### src/design/bvre_pkg.sv
// ============================================================================
// Bit vector range engine package
// Shared operation codes, controller states, command and status groups, and
// the small byte-level helper functions used by the datapath.
// ============================================================================
`timescale 1ns / 1ps
`default_nettype none

package bvre_pkg;

    typedef enum logic [2:0] {
        OP_READ     = 3'd0,
        OP_SET      = 3'd1,
        OP_FLIP     = 3'd2,
        OP_COUNT    = 3'd3,
        OP_CONTAINS = 3'd4,
        OP_FIRST    = 3'd5,
        OP_LAST     = 3'd6,
        OP_FILL     = 3'd7
    } op_t;

    typedef enum logic [2:0] {
        ST_INIT,
        ST_IDLE,
        ST_START,
        ST_WALK,
        ST_FILL,
        ST_DONE
    } state_t;

    typedef struct packed {
        logic load;
        logic sweep;
        logic walk;
        logic finish;
    } dp_cmd_t;

    typedef struct packed {
        logic sweep_last;
        logic is_fill;
        logic skip;
        logic walk_done;
    } dp_stat_t;

    // Bit position k counts from the most significant bit of a byte.
    function automatic logic [7:0] range_mask(input logic [2:0] lo, input logic [2:0] hi);
        logic [7:0] m;
        m = '0;
        for (int k = 0; k < 8; k++)
        begin
            if ((3'(k) >= lo) && (3'(k) <= hi))
            begin
                m[7 - k] = 1'b1;
            end
        end
        return m;
    endfunction

    function automatic logic [3:0] popcount8(input logic [7:0] m);
        logic [3:0] c;
        c = '0;
        for (int k = 0; k < 8; k++)
        begin
            c = c + 4'(m[k]);
        end
        return c;
    endfunction

    function automatic logic [2:0] first_pos(input logic [7:0] m);
        logic [2:0] p;
        p = '0;
        for (int k = 7; k >= 0; k--)
        begin
            if (m[7 - k])
            begin
                p = 3'(k);
            end
        end
        return p;
    endfunction

    function automatic logic [2:0] last_pos(input logic [7:0] m);
        logic [2:0] p;
        p = '0;
        for (int k = 0; k < 8; k++)
        begin
            if (m[7 - k])
            begin
                p = 3'(k);
            end
        end
        return p;
    endfunction

endpackage

`default_nettype wire

### src/design/bit_vector_range_engine_unit.sv
// A fill writes every byte of the store, one byte a cycle.
// The engine takes one item at a time; its byte walk reads the store one byte a cycle.
// After reset a clearing pass zeroes the store while input stalls.
// ============================================================================
// Bit vector range engine
// Byte-organized bit store with read, range set and flip, count, contains,
// first and last search, and fill, one result item per request item.
// ============================================================================
`timescale 1ns / 1ps
`default_nettype none

module bit_vector_range_engine_unit #(
    parameter int STORE_BITS = 1024
) (
    input  wire logic        clk,
    input  wire logic        rst_n,
    input  wire logic        in_valid,
    output logic             in_stall,
    input  wire logic [2:0]  op,
    input  wire logic [9:0]  start_req,
    input  wire logic [10:0] length,
    input  wire logic        bit_value,
    output logic             out_valid,
    input  wire logic        out_stall,
    output logic             bit_read,
    output logic [10:0]      count,
    output logic [9:0]       index,
    output logic             found,
    output logic             range_error
);
    import bvre_pkg::*;

    dp_cmd_t  cmd;
    dp_stat_t stat;

    bvre_ctrl u_ctrl (
        .clk       (clk),
        .rst_n     (rst_n),
        .in_valid  (in_valid),
        .in_stall  (in_stall),
        .out_valid (out_valid),
        .out_stall (out_stall),
        .cmd       (cmd),
        .stat      (stat)
    );

    bvre_datapath #(
        .STORE_BITS (STORE_BITS)
    ) u_datapath (
        .clk         (clk),
        .rst_n       (rst_n),
        .op          (op),
        .start_req   (start_req),
        .length      (length),
        .bit_value   (bit_value),
        .cmd         (cmd),
        .stat        (stat),
        .bit_read    (bit_read),
        .count       (count),
        .index       (index),
        .found       (found),
        .range_error (range_error)
    );

endmodule

`default_nettype wire

### src/design/bvre_ctrl.sv
// ============================================================================
// Bit vector range engine controller
// Sequences the reset clearing pass, request decode, the byte walk, the fill
// sweep and the hand-off of each result into the output register.
// ============================================================================
`timescale 1ns / 1ps
`default_nettype none

module bvre_ctrl (
    input  wire logic               clk,
    input  wire logic               rst_n,
    input  wire logic               in_valid,
    output logic                    in_stall,
    output logic                    out_valid,
    input  wire logic               out_stall,
    output bvre_pkg::dp_cmd_t       cmd,
    input  wire bvre_pkg::dp_stat_t stat
);
    import bvre_pkg::*;

    state_t state_reg;
    state_t state_next;
    logic   out_valid_reg;
    logic   out_valid_next;

    always_ff @(posedge clk or negedge rst_n)
    begin
        if (!rst_n)
        begin
            state_reg     <= ST_INIT;
            out_valid_reg <= 1'b0;
        end
        else
        begin
            state_reg     <= state_next;
            out_valid_reg <= out_valid_next;
        end
    end

    always_comb
    begin
        state_next = state_reg;
        cmd        = '0;
        in_stall   = 1'b1;
        case (state_reg)
            ST_INIT:
            begin
                cmd.sweep = 1'b1;
                if (stat.sweep_last)
                begin
                    state_next = ST_IDLE;
                end
            end
            ST_IDLE:
            begin
                in_stall = 1'b0;
                if (in_valid)
                begin
                    cmd.load   = 1'b1;
                    state_next = ST_START;
                end
            end
            ST_START:
            begin
                if (stat.is_fill)
                begin
                    state_next = ST_FILL;
                end
                else if (stat.skip)
                begin
                    state_next = ST_DONE;
                end
                else
                begin
                    state_next = ST_WALK;
                end
            end
            ST_WALK:
            begin
                cmd.walk = 1'b1;
                if (stat.walk_done)
                begin
                    state_next = ST_DONE;
                end
            end
            ST_FILL:
            begin
                cmd.sweep = 1'b1;
                if (stat.sweep_last)
                begin
                    state_next = ST_DONE;
                end
            end
            ST_DONE:
            begin
                if (!out_valid_reg || !out_stall)
                begin
                    cmd.finish = 1'b1;
                    state_next = ST_IDLE;
                end
            end
            default:
            begin
                state_next = ST_IDLE;
            end
        endcase
    end

    always_comb
    begin
        out_valid_next = out_valid_reg && out_stall;
        if (cmd.finish)
        begin
            out_valid_next = 1'b1;
        end
    end

    assign out_valid = out_valid_reg;

    a_done_waits: assert property (@(posedge clk) disable iff (!rst_n)
        (state_reg == ST_DONE && out_valid_reg && out_stall) |=> (state_reg == ST_DONE))
        else $error("Result overwrote an item still waiting at the output.");

    a_finish_valid: assert property (@(posedge clk) disable iff (!rst_n)
        cmd.finish |=> out_valid_reg)
        else $error("Finished item did not reach the output register.");

    a_accept_start: assert property (@(posedge clk) disable iff (!rst_n)
        (in_valid && !in_stall) |=> (state_reg == ST_START))
        else $error("Accepted item was not decoded.");

    a_fill_sweeps: assert property (@(posedge clk) disable iff (!rst_n)
        (state_reg == ST_START && stat.is_fill) |=> (state_reg == ST_FILL))
        else $error("Fill request did not start a sweep.");

endmodule

`default_nettype wire

### src/design/bvre_datapath.sv
// ============================================================================
// Bit vector range engine datapath
// Holds the byte store, the request registers, the byte walk pointers, the
// per-byte mask and update logic, the accumulators and the result register.
// ============================================================================
`timescale 1ns / 1ps
`default_nettype none

module bvre_datapath #(
    parameter int STORE_BITS = 1024
) (
    input  wire logic              clk,
    input  wire logic              rst_n,
    input  wire logic [2:0]        op,
    input  wire logic [9:0]        start_req,
    input  wire logic [10:0]       length,
    input  wire logic              bit_value,
    input  wire bvre_pkg::dp_cmd_t cmd,
    output bvre_pkg::dp_stat_t     stat,
    output logic                   bit_read,
    output logic [10:0]            count,
    output logic [9:0]             index,
    output logic                   found,
    output logic                   range_error
);
    import bvre_pkg::*;

    localparam int STORE_BYTES = (STORE_BITS + 7) / 8;
    localparam int AW          = (STORE_BYTES > 1) ? $clog2(STORE_BYTES) : 1;
    localparam int LIM_W       = $clog2(STORE_BITS + 1);
    localparam int IW          = (LIM_W > 12) ? LIM_W : 12;
    localparam logic [AW-1:0] LAST_BYTE = AW'(STORE_BYTES - 1);
    localparam logic [IW-1:0] LIMIT     = IW'(STORE_BITS);

    logic [7:0]    mem [STORE_BYTES];
    logic [7:0]    rd_data_reg;

    op_t           op_reg;
    logic          val_reg;
    logic [2:0]    start_lo_reg;
    logic [2:0]    end_lo_reg;
    logic [AW-1:0] fb_reg;
    logic [AW-1:0] lb_reg;
    logic          err_reg;
    logic          empty_reg;
    logic [AW-1:0] iss_reg;
    logic          iss_done_reg;
    logic [AW-1:0] prc_reg;
    logic          pv_reg;
    logic [AW-1:0] clr_reg;
    logic [10:0]   cnt_reg;
    logic [9:0]    idx_reg;
    logic          fnd_reg;
    logic          rbit_reg;

    logic          bit_read_reg;
    logic [10:0]   count_reg;
    logic [9:0]    index_reg;
    logic          found_reg;
    logic          range_error_reg;

    op_t           op_in;
    logic [10:0]   len_eff;
    logic [IW-1:0] start_ext;
    logic [IW-1:0] sum_idx;
    logic [IW-1:0] end_idx;
    logic          req_err;
    logic          req_empty;
    logic [AW-1:0] fb_in;
    logic [AW-1:0] lb_in;

    logic          backward;
    logic          search;
    logic [AW-1:0] final_byte;
    logic [2:0]    lo;
    logic [2:0]    hi;
    logic [7:0]    mask;
    logic [7:0]    match;
    logic          hit;
    logic [7:0]    wdata;
    logic          we;
    logic          proc;
    logic [2:0]    pos;
    logic [IW-1:0] hit_idx;

    assign op_in     = op_t'(op);
    assign len_eff   = (op_in == OP_READ) ? 11'd1 : length;
    assign start_ext = IW'(start_req);
    assign sum_idx   = start_ext + IW'(len_eff);
    assign end_idx   = sum_idx - IW'(1);
    assign req_err   = (op_in != OP_FILL) && (sum_idx > LIMIT);
    assign req_empty = (len_eff == 11'd0);
    assign fb_in     = start_ext[AW+2:3];
    assign lb_in     = end_idx[AW+2:3];

    assign backward   = (op_reg == OP_LAST);
    assign search     = (op_reg == OP_FIRST) || (op_reg == OP_LAST);
    assign final_byte = backward ? fb_reg : lb_reg;
    assign lo         = (prc_reg == fb_reg) ? start_lo_reg : 3'd0;
    assign hi         = (prc_reg == lb_reg) ? end_lo_reg : 3'd7;
    assign mask       = range_mask(lo, hi);
    assign match      = (val_reg ? rd_data_reg : ~rd_data_reg) & mask;
    assign hit        = (match != 8'h00);
    assign proc       = cmd.walk && pv_reg;
    assign pos        = backward ? last_pos(match) : first_pos(match);
    assign hit_idx    = IW'({prc_reg, pos});

    always_comb
    begin
        case (op_reg)
            OP_SET:  wdata = val_reg ? (rd_data_reg | mask) : (rd_data_reg & ~mask);
            OP_FLIP: wdata = rd_data_reg ^ mask;
            default: wdata = rd_data_reg;
        endcase
    end

    assign we = proc && ((op_reg == OP_SET) || (op_reg == OP_FLIP));

    assign stat.sweep_last = (clr_reg == LAST_BYTE);
    assign stat.is_fill    = (op_reg == OP_FILL);
    assign stat.skip       = err_reg || empty_reg;
    assign stat.walk_done  = pv_reg && ((prc_reg == final_byte) || (search && hit));

    always_ff @(posedge clk)
    begin
        if (cmd.sweep)
        begin
            mem[clr_reg] <= {8{val_reg}};
        end
        else if (we)
        begin
            mem[prc_reg] <= wdata;
        end
        rd_data_reg <= mem[iss_reg];
    end

    always_ff @(posedge clk or negedge rst_n)
    begin
        if (!rst_n)
        begin
            op_reg       <= OP_READ;
            val_reg      <= 1'b0;
            clr_reg      <= '0;
            pv_reg       <= 1'b0;
            iss_done_reg <= 1'b0;
        end
        else
        begin
            if (cmd.sweep)
            begin
                clr_reg <= stat.sweep_last ? '0 : clr_reg + AW'(1);
            end
            if (cmd.load)
            begin
                op_reg       <= op_in;
                val_reg      <= bit_value;
                pv_reg       <= 1'b0;
                iss_done_reg <= 1'b0;
            end
            else
            begin
                pv_reg <= cmd.walk && !iss_done_reg;
                if (cmd.walk && !iss_done_reg && (iss_reg == final_byte))
                begin
                    iss_done_reg <= 1'b1;
                end
            end
        end
    end

    always_ff @(posedge clk)
    begin
        if (cmd.load)
        begin
            start_lo_reg <= start_ext[2:0];
            end_lo_reg   <= end_idx[2:0];
            fb_reg       <= fb_in;
            lb_reg       <= lb_in;
            err_reg      <= req_err;
            empty_reg    <= req_empty;
            iss_reg      <= (op_in == OP_LAST) ? lb_in : fb_in;
            cnt_reg      <= '0;
            idx_reg      <= '0;
            fnd_reg      <= 1'b0;
            rbit_reg     <= 1'b0;
        end
        else
        begin
            if (cmd.walk && !iss_done_reg && (iss_reg != final_byte))
            begin
                iss_reg <= backward ? iss_reg - AW'(1) : iss_reg + AW'(1);
            end
            prc_reg <= iss_reg;
            if (proc)
            begin
                case (op_reg)
                    OP_READ:
                    begin
                        rbit_reg <= ((rd_data_reg & mask) != 8'h00);
                    end
                    OP_COUNT, OP_CONTAINS:
                    begin
                        cnt_reg <= cnt_reg + 11'(popcount8(match));
                    end
                    OP_FIRST, OP_LAST:
                    begin
                        if (hit)
                        begin
                            fnd_reg <= 1'b1;
                            idx_reg <= hit_idx[9:0];
                        end
                    end
                    default:
                    begin
                        rbit_reg <= rbit_reg;
                    end
                endcase
            end
        end
        if (cmd.finish)
        begin
            bit_read_reg    <= rbit_reg;
            count_reg       <= cnt_reg;
            index_reg       <= idx_reg;
            found_reg       <= (op_reg == OP_CONTAINS) ? (cnt_reg != 11'd0) : fnd_reg;
            range_error_reg <= err_reg;
        end
    end

    assign bit_read    = bit_read_reg;
    assign count       = count_reg;
    assign index       = index_reg;
    assign found       = found_reg;
    assign range_error = range_error_reg;

endmodule

`default_nettype wire

### config.mk
export PLATFORM = sky130hd
export DESIGN_NAME = bit_vector_range_engine_unit
export DESIGN_NICKNAME = d
export VERILOG_FILES = /design/src/design/bvre_pkg.sv /design/src/design/bit_vector_range_engine_unit.sv /design/src/design/bvre_ctrl.sv /design/src/design/bvre_datapath.sv
export SDC_FILE = /design/constraint.sdc
export NUM_CORES = 1
export LEC_CHECK = 0
export BUFFER_PORTS_ARGS = -buffer_cell sky130_fd_sc_hd__buf_4
export CAP_MARGIN = 20
export CORE_MARGIN = 2
export CORE_UTILIZATION = 35
export CTS_CLUSTER_SIZE = 20
export DETAILED_ROUTE_END_ITERATION = 8
export GPL_ROUTABILITY_DRIVEN = 0
export PLACE_DENSITY = 0.57
export SLEW_MARGIN = 20
export SYNTH_ARGS = -nofsm -noshare
export SYNTH_HDL_FRONTEND = slang
export SYNTH_SLANG_ARGS = --single-unit
### constraint.sdc
create_clock -name clk -period 16.18 [get_ports clk]
set_clock_uncertainty 0.05 [all_clocks]
set_input_delay 1.618 -clock clk [delete_from_list [all_inputs] [get_ports clk]]
set_output_delay 1.618 -clock clk [all_outputs]
set_load 0.05 [all_outputs]
==> results.cfg, run 1 <==
[run_status]
status = completed

[yosys]
ys_ff_latch = 1132
synth.top_cell.area_share = 0.706
synth_flop_cell = edfxtp_1
synth_cells = 2304
synth_top_area_cell = edfxtp_1
yosysSeqAreaShare = 0.729
async_flop_share = 0.0150
avgSynthCellArea_sq_um = 20.0
syn_nets = 2375
yosysWarningCount = 0
yosys-top-cells-area = edfxtp_1 71%, mux4_2 16%, nor2_1 1.5%
syn_area_sq_um = 46100
synth_edf_count = 1084
synth.distinct_cells = 68

[power]
power_density_nw_per_um2 = 188
ir_worst_vdd_uv = 125
power_uw = 9800
leakage_uw = 0.0165

[cts]
clockBufferDepth = 3
ctsResizeCount = 0
cts_made_buffers = 113
clock_sinks = 1132
hold_buffers = 0
path_clk_slew_ns = 0.06
cts_root_buf = clkbuf_16
cts_tree = yes
htree_levels = 3
cts_setup_buffers = 0
clk-insertion-delay-late_ns = 0.70

[floorplanning]
ios = 55
die_y_um = 367
row_count = 133
core_sq_um = 131000
fp.dieW_um = 367
start_util = 0.352
dieArea_sq_um = 135000

[setup_path]
arrival_ns = 6.25
worstPathCellList = xor2_1 -> or4b_2 -> nor2_4 -> a32o_1 -> inv_1 -> nand2_1 -> ha_1 -> fa_1 -> fa_1 -> fa_1 -> inv_1 -> fa_1 -> inv_1 -> ha_1 -> a21o_1 -> a21oi_1 -> nor2b_1 -> o211a_1 -> nand3_1 -> xor2_1 -> nor2_1
r2r_start = u_datapath.prc_reg[3]$_DFFE_PN_
critPathSlowestCell = or4b_2
critPathLaunchType = flop
r2r_slack_ns = 10.45
crit_fanout = 7
max_stage_delay_ns = 0.73
crit-reg2reg-capture = u_datapath.cnt_reg[7]$_SDFFE_PP0P_
cp-end-kind = flop
crit_top_cell = fa_1
path_class = reg2reg
required_ns = 16.71
rr_worst_depth = 21

[cells_and_area]
post-route-util = 0.399
largest_reg_flops = 1024
drive_above_1_share = 0.252
design_area_sq_um = 52300
stdcell_count = 4250
layout.nets = 2471
syn2layout_area_growth_pct = 13.4

[place]
hpwlAfterDp_um = 67800
dp_cells = 4040
place_area_sq_um = 48600
io_buffers = 54

[sta]
slew_violations = 0
slew_headroom = 0.266
fmax_ghz = 0.175
tightest_slew_ns = 1.09
fin_crit_ns = 5.73
hold_violations = 0
rsz0062_at_grt = no
setup_viol = 0
period_share = 0.354
totalNegativeSetupSlack_ns = 0

[grt]
grt_antenna_before_repair = 12
grt_use_total = 0.162
grt_max_degree = 147
grt_pass1_wl_um = 160000
grt_pass1_vias = 22917
globalRouteOverflowTotal = 0

[route]
drt-met1-wl_um = 47000
dr.max_layer_used = met4
wirelength_um = 110000
route.detailed.drc = 0
routed-via-count = 22693
wl_met3_um = 7300
drt_iter0_markers = 2163
wl_met2_um = 53500
post_drt_via_cell_ratio = 5.34
firstDrtPassIters = 5
routedWlPerCell_um = 25.9
final_antenna_net_count = 0

[hold_path]
hp-start = u_datapath.idx_reg[1]$_SDFFE_PP0P_
whs_path_depth = 0
whs_endpoint = u_datapath.index[1]$_DFFE_PP_
hold_path.class = reg2reg

[flow_run]
cap_viol_max_count = 0
## layer usage
layer / up-vias / GRT usage
met5: - / 0
met4: 0 / 0.0457
met3: 138 / 0.0301
met2: 788 / 0.260
met1: 12103 / 0.227
li1: 9664 / -
## worst max path at each step
stage                                               start                            endpoint  slack, ns  depth (start not counted)
after floorplan           u_datapath.prc_reg[3]$_DFFE_PN_      u_datapath.mem[0][3]$_DFFE_PP_       5.05                          8
after global placement    u_datapath.prc_reg[3]$_DFFE_PN_  u_datapath.cnt_reg[9]$_SDFFE_PP0P_      10.54                         21
after detailed placement  u_datapath.prc_reg[3]$_DFFE_PN_  u_datapath.cnt_reg[7]$_SDFFE_PP0P_      10.50                         21
after CTS                 u_datapath.prc_reg[3]$_DFFE_PN_  u_datapath.cnt_reg[7]$_SDFFE_PP0P_      10.46                         21
after global routing      u_datapath.prc_reg[3]$_DFFE_PN_  u_datapath.cnt_reg[9]$_SDFFE_PP0P_      10.15                         21
final                     u_datapath.prc_reg[3]$_DFFE_PN_  u_datapath.cnt_reg[7]$_SDFFE_PP0P_      10.45                         21
## layout make-up
cell class,count,area (sq um)
Fill cell,11620,78900
Sequential cell,1132,33600
Multi-Input combinational cell,1018,12000
Clock buffer,151,3080
Tap cell,1755,2200
Timing Repair Buffer,98,752
Clock inverter,57,536
Inverter,37,139
Antenna cell,2,5.00
## worst max-delay path: cells and delay by family (launching register included)
family / cells / cell delay, ns
compound gates: 4 / 0.88
xor+xnor: 2 / 0.38
fa+ha+maj: 6 / 2.23
flops: 1 / 0.51
buf+inv: 3 / 0.27
simple gates: 6 / 1.30
## cells by family after synthesis
family | Yosys count | synth area share
and+or+nand+nor | 400 | 0.0395
muxes | 365 | 0.171
AOI/OAI and AO/OA | 148 | 0.0221
buffers and inverters | 154 | 0.0144
adders and majority gates | 42 | 0.0125
xor gates and xnor gates | 63 | 0.0120
DFF | 1132 | 0.729
## cell usage after synthesis (5+ instances only)
library cell,count
o21ai_0,28
nand4_1,7
ha_1,35
nor2_1,185
a21o_1,13
dfxtp_1,31
mux2_2,8
inv_1,37
nor2b_1,6
buf_4,12
buf_1,21
o22ai_1,7
nor3b_1,5
o41ai_1,7
buf_2,19
a211oi_1,6
nand2_1,82
nand2b_1,14
dfrtp_1,17
edfxtp_1,1084
nor4_1,10
nand3_1,27
and2_1,17
a21oi_1,25
fa_1,7
mux2i_1,21
or2_2,8
or3_1,13
xor2_1,23
mux4_2,336
xnor2_1,40
clkbuf_1,62
a31oi_1,12
o31ai_1,9
nor3_1,12
## cell usage in the layout, fill, tap and decap left out, types with 13 or more instances in the layout
cell type  netlist  final
a21o_1          13     13
clkbuf_1        62     30
nand3_1         27     25
a21oi_1         25     24
inv_1           37     36
mux2i_1         21     20
dfxtp_1         31     31
buf_4           12     96
nand2b_1        14     14
nor2_1         185    185
nand2_1         82     82
edfxtp_1      1084   1084
o21ai_0         28     25
xor2_1          23     23
ha_1            35     35
clkbuf_16        0    116
mux4_2         336    336
dfrtp_1         17     17
xnor2_1         40     40
clkinv_2         0     17
or3_1           13     13
and2_1          17     17
clkinv_1         0     19
## through the flow
step                hold WS [ns]  worst slack, ns
finish                     0.384            10.45
detailed placement         0.369            10.50
CTS                        0.389            10.46
global route               0.408            10.15
global placement           0.371            10.54
floorplan                  0.353             5.05
## report_power, final
group | internal (uW) | switching (uW)
Clock | 1480 | 1090
Sequential | 3750 | 131
Combinational | 1330 | 2030
Power figures use the tool's default switching activity.
==> run 2: changes to the inputs <==
--- a/config.mk
+++ b/config.mk
@@ -12,7 +12,7 @@
 export CTS_CLUSTER_SIZE = 20
 export DETAILED_ROUTE_END_ITERATION = 8
 export GPL_ROUTABILITY_DRIVEN = 0
-export PLACE_DENSITY = 0.57
+export PLACE_DENSITY = 0.59
 export SLEW_MARGIN = 20
 export SYNTH_ARGS = -nofsm -noshare
 export SYNTH_HDL_FRONTEND = slang
==> constraint.sdc (replaced) <==
create_clock -name clk -period 5.2 [get_ports clk]
set_clock_uncertainty 0.05 [all_clocks]
set_input_delay 0.52 -clock clk [delete_from_list [all_inputs] [get_ports clk]]
set_output_delay 0.52 -clock clk [all_outputs]
set_load 0.05 [all_outputs]
==> results.cfg, run 2 (synthesized netlist as in run 1, its figures left out) <==
[hold_path]
hold_path.class = in2reg
whs_path_depth = 3

[power]
power_density_nw_per_um2 = 583
leakage_uw = 0.0170
ir_worst_vdd_uv = 445
power_uw = 31100

[setup_path]
r2r_slack_ns = 0.03
crit-reg2reg-capture = u_datapath.cnt_reg[5]$_SDFFE_PP0P_
max_stage_delay_ns = 0.57
path_class = reg2reg
cp-endpoint = u_datapath.cnt_reg[5]$_SDFFE_PP0P_
cp_num_buf_inv = 4
required_ns = 5.70
crit_fanout = 3
crit_family = adder cells
r2r_start = u_datapath.fb_reg[6]$_DFFE_PP_
cp-end-kind = flop
critPathLaunchType = flop
crit_start = u_datapath.fb_reg[6]$_DFFE_PP_
critPathSlowestCell = or4b_4
rr_worst_depth = 21
crit_top_cell = inv_2
arrival_ns = 5.67
path_depth = 21
worstPathCellList = xor2_1 -> or4b_4 -> nor2_4 -> a32o_2 -> inv_2 -> nand2_4 -> ha_4 -> fa_1 -> fa_1 -> fa_2 -> inv_2 -> fa_2 -> inv_2 -> ha_4 -> a21o_1 -> a21oi_2 -> nor2b_1 -> o211a_1 -> buf_4 -> xnor2_2 -> nor2_1

[grt]
grt_antenna_before_repair = 1
grt_use_total = 0.158
grt_max_degree = 129
globalRouteOverflowTotal = 0
grt_pass1_vias = 23345
grt_pass1_wl_um = 159000

[cells_and_area]
largest_reg_flops = 1024
post-route-util = 0.406
layout.nets = 2558
fill_cells = 11519
final_cell_mix = 1,084 x edfxtp_1, 336 x mux4_2, 185 x nor2_1
stdcell_count = 4334
antennaDiodeCount = 0
drive_above_1_share = 0.282
final_common_cell = edfxtp_1
syn2layout_area_growth_pct = 15.6

[route]
drt_iter0_markers = 2211
firstDrtPassIters = 5
wirelength_um = 108000
route.detailed.drc = 0
post_drt_via_cell_ratio = 5.28
routedWlPerCell_um = 24.9
final_antenna_net_count = 0
routed-via-count = 22873

[floorplanning]
die_y_um = 367
row_count = 133
core_sq_um = 131000
ios = 55
fp.dieW_um = 367
start_util = 0.352
dieArea_sq_um = 135000

[sta]
hold_violations = 0
fin_crit_ns = 5.17
slew_headroom = 0.179
rsz0062_at_grt = yes
slew_violations = 0
setup_viol = 0
tightest_slew_ns = 1.23
totalNegativeSetupSlack_ns = 0
period_share = 0.995
fmax_ghz = 0.193

[place]
hpwlAfterDp_um = 67000
dp_cells = 4106
io_buffers = 54

[cts]
path_clk_slew_ns = 0.06
cts_made_buffers = 112
cts_tree = yes
htree_levels = 3
clk-insertion-delay-late_ns = 0.70
clock_sinks = 1132
clockBufferDepth = 3
cts_root_buf = clkbuf_16

[run_status]
status = completed

[flow_run]
cap_viol_max_count = 0
==> run 2: layout make-up <==
| cell class | instances | area [sq um] | area share |
|---|---|---|---|
| Sequential cell | 1132 | 33600 | 0.631 |
| Multi-Input combinational cell | 1018 | 12100 | 0.228 |
| Clock buffer | 136 | 2960 | 0.0555 |
| Tap cell | 1755 | 2200 | 0.0412 |
| Timing Repair Buffer | 186 | 1630 | 0.0307 |
| Clock inverter | 70 | 629 | 0.0118 |
| Inverter | 37 | 139 | 0.00261 |
==> run 2: how the worst min path moves through the flow <==
| stage | slack (ns) | endpoint | startpoint |
|---|---|---|---|
| 2_1_floorplan | 0.17 | u_ctrl.out_valid$_DFF_PN0_ | rst_n |
| 3_3_place_gp | 0.36 | u_datapath.index[1]$_DFFE_PP_ | u_datapath.idx_reg[1]$_SDFFE_PP0P_ |
| 3_5_place_dp | 0.37 | u_datapath.index[1]$_DFFE_PP_ | u_datapath.idx_reg[1]$_SDFFE_PP0P_ |
| 4_1_cts | 0.07 | u_datapath.val_reg$_DFFE_PN0P_ | bit_value |
| 5_1_grt | 0.12 | u_datapath.val_reg$_DFFE_PN0P_ | bit_value |
| 6_report | 0.1 | u_datapath.val_reg$_DFFE_PN0P_ | bit_value |
==> run 2: worst register-to-register path, delay by kind of cell, from the launching register on <==
kind	cells	cell delay (ns)
buffers and inverters	4	0.39
and+or+nand+nor	5	0.85
AOI/OAI and AO/OA	4	0.79
DFF	1	0.41
adders and majority gates	6	2.24
xor gates and xnor gates	2	0.31
==> run 2: timing repair <==
action | in CTS | in global routing
pin swaps | 0 | 17
hold endpoints to repair | 31 | 0
setup buffers | 0 | 7
hold buffers | 15 | 0
endpoints found under the setup margin | 4 | 6
gates resized for setup | 3 | 23
==> run 2: per-stage QoR <==
step	cell area, sq um	setup WS, ns	hold WS (ns)
global route	53300	-0.147	0.123
CTS	53100	0.0174	0.0658
detailed placement	49400	-0.0498	0.368
global placement	49400	0.0520	0.363
floorplan	46300	0.0404	0.174
finish	53300	0.0269	0.0999
==> run 2: where the power goes <==
part           switching (uW)  internal, uW  leakage (uW)
clock network            3360          4570       0.00177
logic                    6570          4590       0.00493
registers                 325         11600        0.0103
total                   10300         20800        0.0170
==> run 2: per-layer routing <==
metal | GRT usage | part of all wire
met4 | 0.0403 | 0.019
met2 | 0.263 | 0.49
met5 | 0 | 0
met3 | 0.0243 | 0.058
met1 | 0.218 | 0.43
